<file path="config.mk">
export PLATFORM = sky130hd
export DESIGN_NAME = rdt_ctrl
export DESIGN_NICKNAME = d
export VERILOG_FILES = /design/src/rdt_pkg.sv /design/src/rdt_ctrl.sv
export SDC_FILE = /design/constraint.sdc
export NUM_CORES = 1
export LEC_CHECK = 0
export ABC_AREA = 1
export BUFFER_PORTS_ARGS = -buffer_cell sky130_fd_sc_hd__buf_2
export CAP_MARGIN = 0
export CORE_AREA = 2 2 39 41
export CTS_BUF_LIST = sky130_fd_sc_hd__clkbuf_16
export DETAILED_ROUTE_END_ITERATION = 12
export DIE_AREA = 0 0 41 43
export MAX_ROUTING_LAYER = met4
export SETUP_SLACK_MARGIN = 0.5
export SKIP_LAST_GASP = 1
export SYNTH_ARGS = -nofsm -noshare
export SYNTH_HDL_FRONTEND = slang
export SYNTH_SLANG_ARGS = --single-unit
</file>
<file path="constraint.sdc">
create_clock -name clock -period 1.2 [get_ports clock]
set_input_delay 0.18 -clock clock [delete_from_list [all_inputs] [get_ports clock]]
set_output_delay 0.18 -clock clock [all_outputs]
set_load 0.1 [all_outputs]
</file>
<file path="src/rdt_pkg.sv">
package rdt_pkg;

   localparam int TRACK_SLOTS_DEF = 64;

   localparam int CSR_INDEX_W = 3;
   localparam int CSR_DATA_W  = 22;

   typedef enum logic [CSR_INDEX_W-1:0] {
      REG_REGION_LEFT   = 3'd0,
      REG_REGION_TOP    = 3'd1,
      REG_REGION_SPAN_X = 3'd2,
      REG_REGION_SPAN_Y = 3'd3,
      REG_DWELL_LIMIT   = 3'd4,
      REG_FRAME_COLS    = 3'd5,
      REG_FRAME_ROWS    = 3'd6
   } reg_index_type;

   localparam logic [15:0] RST_REGION_LEFT   = 16'd0;
   localparam logic [15:0] RST_REGION_TOP    = 16'd0;
   localparam logic [15:0] RST_REGION_SPAN_X = 16'hFFFF;
   localparam logic [15:0] RST_REGION_SPAN_Y = 16'hFFFF;
   localparam logic [21:0] RST_DWELL_LIMIT   = 22'd10000;
   localparam logic [12:0] RST_FRAME_COLS    = 13'd1920;
   localparam logic [12:0] RST_FRAME_ROWS    = 13'd1080;

   localparam logic [7:0] CLASS_CAR     = 8'd0;
   localparam logic [7:0] CLASS_TRUCK   = 8'd2;
   localparam logic [7:0] CLASS_BUS     = 8'd5;
   localparam logic [7:0] CLASS_VEHICLE = 8'd7;

   localparam int BLINK_SPAN_MS = 3000;
   localparam int BLINK_HALF_MS = 300;
   localparam int BLINK_STEPS   = BLINK_SPAN_MS / BLINK_HALF_MS;

   typedef enum logic [1:0] {
      PH_OUTSIDE = 2'd0,
      PH_INSIDE  = 2'd1,
      PH_ALERT   = 2'd2
   } phase_type;

   typedef enum logic [1:0] {
      COL_GREEN  = 2'd0,
      COL_ORANGE = 2'd1,
      COL_PINK   = 2'd2
   } colour_type;

   localparam logic [2:0] BORDER_GREEN  = 3'd2;
   localparam logic [2:0] BORDER_ORANGE = 3'd3;
   localparam logic [2:0] BORDER_PINK   = 3'd4;

   typedef struct packed {
      logic [31:0] key;
      phase_type   phase;
      logic [31:0] entry_ms;
      logic [31:0] alert_ms;
   } slot_type;

   typedef enum logic [1:0] {
      ST_IDLE   = 2'd0,
      ST_SCAN   = 2'd1,
      ST_UPDATE = 2'd2
   } state_type;

   typedef struct packed {
      logic load;
      logic scan;
      logic commit;
   } cmd_type;

   typedef struct packed {
      logic vehicle;
      logic hit;
      logic miss;
      logic out_free;
   } stat_type;

endpackage

</file>
<file path="src/rdt_ctrl.sv">
module rdt_ctrl
   import rdt_pkg::*;
(
   input  logic     clock,
   input  logic     reset,
   input  logic     req_valid,
   output logic     req_stall,
   input  stat_type stat,
   output cmd_type  cmd
);

   state_type state_ff, state_in;

   always_ff @(posedge clock) begin
      if (reset) begin
         state_ff <= ST_IDLE;
      end else begin
         state_ff <= state_in;
      end
   end

   always_comb begin
      state_in = state_ff;
      cmd      = '0;
      unique case (state_ff)
         ST_IDLE: begin
            if (req_valid) begin
               cmd.load = 1'b1;
               state_in = ST_SCAN;
            end
         end
         ST_SCAN: begin
            cmd.scan = 1'b1;
            if (!stat.vehicle || stat.hit || stat.miss) begin
               state_in = ST_UPDATE;
            end
         end
         ST_UPDATE: begin
            if (stat.out_free) begin
               cmd.commit = 1'b1;
               state_in   = ST_IDLE;
            end
         end
         default: state_in = ST_IDLE;
      endcase
   end

   assign req_stall = (state_ff != ST_IDLE);

endmodule

</file>
==> results.py, run 1 <==
metrics = {
    "timing": {
        "timing_hold_violations_final": 0,
        "worst-slew-pin-transition_ns": 0.202,
        "slew_viol_final": 0,
        "setup_viol_count_final": 1,
        "worst_hold_slack_ns": 0.121,
        "fmaxAchievable_mhz": 816,
        "worst_clock_skew_ns": 0.00207,
        "slew-limit-headroom_pct": 86.5,
        "setup_repair_after_global_routing_missed_its_margin": "true",
        "fin_crit_sh_pct": 102,
        "period_minus_slack_ns": 1.23,
        "finalWorstSetupSlack_ns": -0.0253,
    },
    "die": {
        "floorplan.rows": 14,
        "coreArea_mm2": 0.00138,
        "floorplan.die.height_um": 43,
        "die_w_um": 41,
        "starting_utilization_of_the_core_area_pct": 9.31,
        "dieArea_mm2": 0.00176,
        "io_pins": 11,
    },
    "layout": {
        "registers.top_by_ff_count": "state_ff",
        "antenna_cells": 0,
        "fillers": 152,
        "largest_register_ff_count": 2,
        "num-nets-final": 44,
        "post_route_cells_drive_above_1_share_pct": 66.7,
        "area.growth.synth_to_final_pct": 181,
        "biggestRegsByFlops": "state_ff x2",
    },
    "global_route": {
        "gr-total-overflow": 0,
        "grt_pass1_vias": 156,
        "wire_length_of_the_first_global_routing_pass_um": 531,
        "grt_use_met2_pct": 6.25,
        "peak_usage_layer_in_the_global_routing_report": "met2",
        "grt.met3_usage_pct": 4.71,
        "antenna_found_initial": 0,
        "grt_start_max_net_pins": 4,
        "met1_routing_resource_usage_after_global_routing_pct": 4.78,
        "overall_global_routing_resource_usage_pct": 5.44,
    },
    "critical_path": {
        "cp_max_fo": 3,
        "critical_path_required_ns": 1.02,
        "timing.critical_path.arrival_ns": 1.05,
        "classification_of_the_worst_setup_path": "reg2out",
        "worst_setup_path_start_kind": "flip-flop",
        "endpoint_kind": "primary output",
    },
    "power_and_ir_drop": {
        "ir_worst_vdd_mv": 0.474,
        "power.total_mw": 0.744,
        "p_leak_nw": 0.168,
        "p_sw_share_pct": 25.7,
        "p_per_area_mw_per_mm2": 2060,
        "share_seq_of_total_power_pct": 10.1,
        "internal-power_mw": 0.553,
        "netSwitchingPower_mw": 0.192,
        "combinationalPowerShare_pct": 21.2,
        "power_frac_clock_pct": 68.6,
    },
    "clock_network": {
        "cts_max_level": 1,
        "clkSinkCount": 2,
        "tritoncts_clock_tree": "built",
        "cts.path.max_buffers": 2,
        "insertion_delay_ns": 0.22,
        "ctsHoldBuffers": 0,
        "cts.clk_slew.worst_paths_ns": 0.03,
        "cts-buffers-inserted": 3,
        "root_buffer": "clkbuf_16",
    },
    "yosys": {
        "ys_warn_count": 0,
        "synthesis.area_um2": 129,
        "syn-mean-instance-area_um2": 5.86,
        "ys_ff_latch": 2,
        "post_synth_inst_count": 22,
        "sequential_element_share_of_the_synthesized_area_pct": 31.1,
        "synth.lib_cells_used.distinct": 10,
        "syn_nets": 29,
    },
    "detailed_routing": {
        "final_antenna_net_count": 0,
        "avgRoutedWirePerCell_um": 6.90,
        "drcViolationCount": 0,
        "drt_pass1_iterations": 2,
        "num_vias": 166,
        "drt_iter0_drc": 2,
        "vias_per_cell": 3.19,
        "detail_route.wirelength_um": 359,
    },
    "hold_path": {
        "min-delay-path-class": "in2reg",
    },
    "run_status": {
        "violated_checks": "negative setup slack",
        "outcome": "finished with violations",
    },
    "placed_design": {
        "gp_congestion": 0.579,
        "half_perimeter_wire_length_after_placement_um": 287,
        "place_worst_setup_slack_ns": 0.151,
        "io_buffer_count": 10,
    },
    "job": {
        "max_cap_viol_count": 0,
    },
}
## cell usage after synthesis
library cell	n	area share (%)
nor2_2	1	4.9
nand3_1	1	3.9
dfxtp_1	2	31
a31oi_1	1	4.9
a21oi_1	1	3.9
buf_4	1	5.8
nand4_1	1	4.9
nor2_1	4	12
inv_1	7	20
nand2_1	3	8.7
## cell usage in the layout, fill, tap and decap left out, types with 2 or more instances in the layout
cell,netlist,routed
buf_2,0,6
buf_12,0,3
inv_1,7,5
clkbuf_16,0,3
nor2_4,0,2
nand2_2,0,2
clkinvlp_4,0,2
nor2_1,4,2
## power groups by stage
stage	Clock, mW	Combinational (mW)	Sequential, mW
floorplan	0	0.115	0.0760
global placement	0	0.149	0.0762
detailed placement	0	0.150	0.0764
CTS	0.521	0.156	0.0755
global route	0.525	0.166	0.0756
finish	0.511	0.158	0.0755
## path summary, 6_finish.rpt
| path | endpoint | from | cells past startpoint | slack, ns |
|---|---|---|---|---|
| worst min-delay path | state_ff[1] | reset | 2 | 0.12 |
| worst max register to register | state_ff[0] | state_ff[1] | 4 | 0.29 |
| worst min register to register | state_ff[0] | state_ff[1] | 3 | 0.60 |
| worst max-delay path | cmd[2] | state_ff[1] | 4 | -0.03 |
## layout make-up
class                      count  area [um^2]  share of cell area (%)
sequential                     2         45.0                    12.5
inverter                       7         33.8                    9.34
clock buffer                   3         75.1                    20.8
timing repair buffer          11          109                    30.1
clock inverter                 1         3.75                    1.04
tap                           16         20.0                    5.54
multi-input combinational     12         75.1                    20.8
## repair_timing
item                                   CTS  global route
setup endpoints to repair                6             6
gates resized for setup                  1             1
endpoints found under the hold margin    0             0
pin swaps                                3             2
buffers inserted                         1             0
gates cloned                             0             0
## metal layers
| layer | routed length (um) | share of wire, % |
|---|---|---|
| met5 | 0 | 0 |
| met4 | 0 | 0 |
| met3 | 34 | 9.5 |
| met2 | 183 | 51 |
| met1 | 141 | 39 |
## worst max-delay path, cell delays in order, from the launching register on
cell and delay (ns):
dfxtp_4 0.35, nor2_4 0.13, nand2_2 0.09, clkinvlp_4 0.08, buf_12 0.16
## metrics by stage
stage,utilization (%),instance area [um^2],TNS [ns],std cells
finish,26.1,362,-0.0253,52
global route,26.1,362,-0.0544,52
CTS,25.9,358,-0.0349,52
detailed placement,19.4,269,0,47
global placement,19.4,269,0,47
floorplan,-,174,0,22
## logic make-up (layout without fill, tap and decap cells)
kind of cell / count (synthesis) / after routing / share of synthesized area, %
simple gates: 10 / 10 / 34.0
buf+inv: 8 / 22 / 26.2
flops: 2 / 2 / 31.1
compound gates: 2 / 2 / 8.74
Power figures use the tool's default switching activity.
==> inputs of run 2 (changes only) <==
--- a/config.mk
+++ b/config.mk
@@ -13,6 +13,7 @@
 export DETAILED_ROUTE_END_ITERATION = 12
 export DIE_AREA = 0 0 41 43
 export MAX_ROUTING_LAYER = met4
+export PLACE_DENSITY = 0.38
 export SETUP_SLACK_MARGIN = 0.5
 export SKIP_LAST_GASP = 1
 export SYNTH_ARGS = -nofsm -noshare
==> constraint.sdc (replaced) <==
create_clock -name clock -period 1.2 [get_ports clock]
set_input_delay 0.18 -clock clock [delete_from_list [all_inputs] [get_ports clock]]
set_output_delay 0.18 -clock clock [all_outputs]
set_load 0.005 [all_outputs]
==> run 2 against run 1 <==
Effect of this change: the run now ends clean; fmax increased by 16%; sequential share of layout area increased by 1.8 points; clock-buffer cell count unchanged; critical path depth unchanged.
==> results.py, run 2 (synthesis results as in run 1) <==
metrics = {
    "run_status": {
        "outcome": "finished clean",
    },
    "timing": {
        "timing_hold_violations_final": 0,
        "fin_crit_sh_pct": 88.2,
        "worst-slew-pin-transition_ns": 0.136,
        "setup_repair_after_global_routing_missed_its_margin": "true",
        "slew_viol_final": 0,
        "fmaxAchievable_mhz": 945,
        "worst_clock_skew_ns": 0.000341,
        "totalNegativeSetupSlack_ns": 0,
        "period_minus_slack_ns": 1.06,
        "worst_hold_slack_ns": 0.133,
        "finalWorstSetupSlack_ns": 0.142,
        "setup_viol_count_final": 0,
        "slew-limit-headroom_pct": 90.9,
    },
    "power_and_ir_drop": {
        "netSwitchingPower_mw": 0.105,
        "p_per_area_mw_per_mm2": 2120,
        "power_frac_clock_pct": 78.9,
        "ir_worst_vdd_mv": 0.623,
        "p_leak_nw": 0.166,
        "share_seq_of_total_power_pct": 12.3,
        "combinationalPowerShare_pct": 8.8,
        "internal-power_mw": 0.525,
        "power.total_mw": 0.630,
        "p_sw_share_pct": 16.7,
    },
    "layout": {
        "final_cell_area_um2": 298,
        "layout_commonest_cell": "buf_2",
        "area.growth.synth_to_final_pct": 131,
        "biggestRegsByFlops": "state_ff x2",
        "layout_common_cells": "buf_2, inv_1, nor2_1, clkbuf_16",
        "antenna_cells": 0,
        "final_util_pct": 21.5,
        "post_route_cells_drive_above_1_share_pct": 60.0,
        "fin_cells": 51,
        "largest_register_ff_count": 2,
        "registers.top_by_ff_count": "state_ff",
        "num-nets-final": 44,
    },
    "global_route": {
        "wire_length_of_the_first_global_routing_pass_um": 621,
        "grt_start_max_net_pins": 4,
        "gr-total-overflow": 0,
        "grt_pass1_vias": 177,
        "overall_global_routing_resource_usage_pct": 6.28,
        "antenna_found_initial": 0,
    },
    "clock_network": {
        "cts.path.max_buffers": 2,
        "insertion_delay_ns": 0.22,
        "cts_max_level": 1,
        "cts.clk_slew.worst_paths_ns": 0.03,
        "tritoncts_clock_tree": "built",
        "clkSinkCount": 2,
        "root_buffer": "clkbuf_16",
        "cts-buffers-inserted": 3,
    },
    "critical_path": {
        "worst_setup_path_start_kind": "flip-flop",
        "cp_max_fo": 3,
        "classification_of_the_worst_setup_path": "reg2out",
        "critical_path_required_ns": 1.02,
        "timing.critical_path.arrival_ns": 0.88,
        "endpoint_kind": "primary output",
    },
    "detailed_routing": {
        "avgRoutedWirePerCell_um": 7.43,
        "final_antenna_net_count": 0,
        "num_vias": 165,
        "detail_route.wirelength_um": 379,
        "vias_per_cell": 3.24,
        "drt_iter0_drc": 1,
        "drcViolationCount": 0,
        "drt_pass1_iterations": 2,
    },
    "die": {
        "io_pins": 11,
        "die_w_um": 41,
        "starting_utilization_of_the_core_area_pct": 9.31,
        "coreArea_mm2": 0.00138,
        "floorplan.die.height_um": 43,
        "floorplan.rows": 14,
        "dieArea_mm2": 0.00176,
    },
    "placed_design": {
        "io_buffer_count": 10,
        "half_perimeter_wire_length_after_placement_um": 283,
        "placement.cell_area_um2": 196,
        "place_worst_setup_slack_ns": 0.313,
        "gp_congestion": 0.666,
        "placed_cells_incl_taps": 47,
    },
    "hold_path": {
        "min-delay-path-class": "in2reg",
    },
    "job": {
        "max_cap_viol_count": 0,
    },
}
==> run 2: cell types whose count changed in the layout (fill, tap and decap cells not counted), sizes merged <==
cell,delta
inv,+1
clkinvlp,-2
==> run 2: what timing repair did <==
| action | in CTS | in global routing |
|---|---|---|
| pin swaps | 3 | 2 |
| gates resized for setup | 4 | 1 |
| hold buffers | 0 | 0 |
| setup endpoints to repair | 6 | 6 |
| setup buffers | 1 | 0 |
==> run 2: layout make-up <==
class                   instances  area (um^2)
flip-flops and latches          2         42.5
repair buffers                 11         61.3
clock buffers                   3         75.1
fillers                       157         1090
inverters                       7         26.3
well taps                      16         20.0
multi-input cells              12         72.6
==> run 2: critical path, stage by stage, from the launching register on <==
cell and delay (ns):
dfxtp_2 0.34, nor2_4 0.11, nand2_2 0.06, inv_1 0.05, buf_2 0.10
==> run 2: metal layers <==
metal	vias to the layer above	part of all wire [%]	global-route usage (%)	wire length [um]
met1	63	43	6.43	164
met4	0	3.7	10.0	14
met5	-	0	-	0
met2	8	43	6.25	164
li1	92	-	-	-
met3	2	9.2	3.14	35
==> run 2: final timing paths <==
kind | start | endpoint | slack, ns | depth (start not counted)
worst max-delay path | state_ff[1] | cmd[2] | 0.14 | 4
worst min-delay path | reset | state_ff[0] | 0.13 | 2
worst max register to register | state_ff[0] | state_ff[0] | 0.31 | 5
worst min register to register | state_ff[0] | state_ff[0] | 0.55 | 3
==> run 2: power by group through the flow <==
| stage | Sequential [mW] | Clock [mW] | Combinational (mW) |
|---|---|---|---|
| after floorplan | 0.0757 | 0 | 0.0261 |
| after CTS | 0.0776 | 0.507 | 0.0543 |
| after global routing | 0.0778 | 0.513 | 0.0643 |
| after global placement | 0.0762 | 0 | 0.0461 |
| after detailed placement | 0.0762 | 0 | 0.0459 |
| final | 0.0775 | 0.497 | 0.0557 |
==> inputs of run 3 (changes only) <==
--- a/config.mk
+++ b/config.mk
@@ -6,6 +6,7 @@
 export NUM_CORES = 1
 export LEC_CHECK = 0
 export ABC_AREA = 1
+export ABC_CLOCK_PERIOD_IN_PS = 1200
 export BUFFER_PORTS_ARGS = -buffer_cell sky130_fd_sc_hd__buf_2
 export CAP_MARGIN = 0
 export CORE_AREA = 2 2 39 41
==> constraint.sdc (replaced) <==
create_clock -name clock -period 1.2 [get_ports clock]
set_input_delay 0.06 -clock clock [delete_from_list [all_inputs] [get_ports clock]]
set_output_delay 0.06 -clock clock [all_outputs]
set_load 0.005 [all_outputs]
==> run 3 against run 2 <==
Effect of this change: first-iteration DRC count stayed put; clock power about the same; fmax grew 13%; via count rose by 2.4%; hold slack lost 0.13 ns.
==> results.py, run 3 (synthesis results as in run 1) <==
metrics = {
    "global_route": {
        "antenna_found_initial": 0,
        "grt_start_max_net_pins": 4,
        "overall_global_routing_resource_usage_pct": 6.77,
        "grt_pass1_vias": 178,
        "gr-total-overflow": 0,
        "wire_length_of_the_first_global_routing_pass_um": 690,
    },
    "detailed_routing": {
        "vias_per_cell": 3.38,
        "drcViolationCount": 0,
        "drt_pass1_iterations": 2,
        "drt_iter0_drc": 1,
        "final_antenna_net_count": 0,
        "detail_route.wirelength_um": 375,
        "num_vias": 169,
        "avgRoutedWirePerCell_um": 7.50,
    },
    "clock_network": {
        "cts_max_level": 1,
        "root_buffer": "clkbuf_16",
        "cts_setup_buffers": 0,
        "cts-buffers-inserted": 3,
        "ctsHoldBuffers": 0,
        "cts.path.max_buffers": 2,
        "cts.clk_slew.worst_paths_ns": 0.03,
        "tritoncts_clock_tree": "built",
        "insertion_delay_ns": 0.22,
        "clkSinkCount": 2,
    },
    "power_and_ir_drop": {
        "ir_worst_vdd_mv": 0.559,
        "power.total_mw": 0.622,
        "p_per_area_mw_per_mm2": 2210,
        "p_leak_nw": 0.160,
    },
    "layout": {
        "registers.top_by_ff_count": "state_ff",
        "layout_common_cells": "buf_2, inv_1, nor2_1, clkbuf_16",
        "biggestRegsByFlops": "state_ff x2",
        "post_route_cells_drive_above_1_share_pct": 55.9,
        "largest_register_ff_count": 2,
        "num-nets-final": 43,
        "area.growth.synth_to_final_pct": 118,
        "layout_commonest_cell": "buf_2",
        "antenna_cells": 0,
        "final_util_pct": 20.3,
        "fin_cells": 50,
        "final_cell_area_um2": 282,
        "fillers": 169,
    },
    "die": {
        "starting_utilization_of_the_core_area_pct": 9.31,
        "floorplan.die.height_um": 43,
        "io_pins": 11,
        "floorplan.rows": 14,
        "die_w_um": 41,
        "coreArea_mm2": 0.00138,
        "dieArea_mm2": 0.00176,
    },
    "critical_path": {
        "classification_of_the_worst_setup_path": "reg2out",
        "r2r_cells": 4,
        "crit_chain": "nor2_4 -> nand2_2 -> inv_1 -> buf_2",
        "critical_path_required_ns": 1.14,
        "cp_max_fo": 3,
        "cpMaxStageDelayCell": "dfxtp_2",
        "rrSetupSlack_ns": 0.37,
        "regToRegEndpoint": "state_ff[0]",
        "endpoint_kind": "primary output",
        "worst_setup_path_start_kind": "flip-flop",
        "critPathMaxStageDelay_ns": 0.32,
        "timing.critical_path.arrival_ns": 0.88,
        "worstReg2RegStart": "state_ff[0]",
    },
    "timing": {
        "worst_hold_slack_ns": 0.00495,
        "worst_clock_skew_ns": 0.000821,
        "period_minus_slack_ns": 0.940,
        "slew-limit-headroom_pct": 91.6,
        "timing_hold_violations_final": 0,
        "setup_viol_count_final": 0,
        "finalWorstSetupSlack_ns": 0.260,
        "slew_viol_final": 0,
        "totalNegativeSetupSlack_ns": 0,
        "worst-slew-pin-transition_ns": 0.126,
        "fin_crit_sh_pct": 78.3,
        "fmaxAchievable_mhz": 1060,
        "setup_repair_after_global_routing_missed_its_margin": "true",
    },
    "hold_path": {
        "holdCritStartpoint": "reset",
        "min-delay-path-class": "in2reg",
        "worstHoldEndpoint": "state_ff[0]",
        "hold-path-cell-count": 2,
    },
    "job": {
        "max_cap_viol_count": 0,
    },
    "placed_design": {
        "placement.cell_area_um2": 196,
        "placed_cells_incl_taps": 47,
        "half_perimeter_wire_length_after_placement_um": 280,
        "io_buffer_count": 10,
        "gp_congestion": 0.669,
        "place_worst_setup_slack_ns": 0.374,
    },
    "run_status": {
        "outcome": "finished clean",
    },
}
run 3: worst max-delay path by stage:
stage	startpoint	to	slack [ns]	cells after the start
4_1_cts	state_ff[0]	cmd[0]	0.26	4
3_3_place_gp	state_ff[0]	state_ff[0]	0.35	4
3_5_place_dp	state_ff[1]	state_ff[1]	0.37	4
2_1_floorplan	state_ff[1]	state_ff[1]	0.44	4
5_1_grt	state_ff[0]	cmd[1]	0.18	3
6_report	state_ff[0]	cmd[2]	0.26	4
run 3: repair_timing:
item | in CTS | in global routing
resized for setup | 2 | 1
pin swaps | 2 | 0
endpoints found under the setup margin | 6 | 6
run 3: where the power goes:
part	internal [mW]	total (mW)	switching, mW
registers	0.0719	0.0766	0.00470
clock network	0.424	0.497	0.0732
logic	0.0241	0.0485	0.0244
total	0.520	0.622	0.102
run 3: worst max-delay path: cells and delay by family, from the launching register on:
kind                   cells  cell delay (ns)
and+or+nand+nor            2             0.19
DFF                        1             0.32
buffers and inverters      2             0.15
run 3: cell type report:
cell class,instances,area (um^2),area share [%]
inverter,7,26.3,9.33
clock buffer,3,75.1,26.7
tap,16,20.0,7.11
sequential,2,42.5,15.1
timing repair buffer,10,50.0,17.8
multi-input combinational,12,67.6,24.0
run 3: per-layer routing:
layer / GRT usage, % / vias up / share of wire (%)
met5: - / - / 0
met4: 10.0 / 0 / 0
met3: 3.14 / 0 / 6.1
met2: 7.81 / 5 / 54
met1: 6.37 / 75 / 40
li1: - / 89 / -
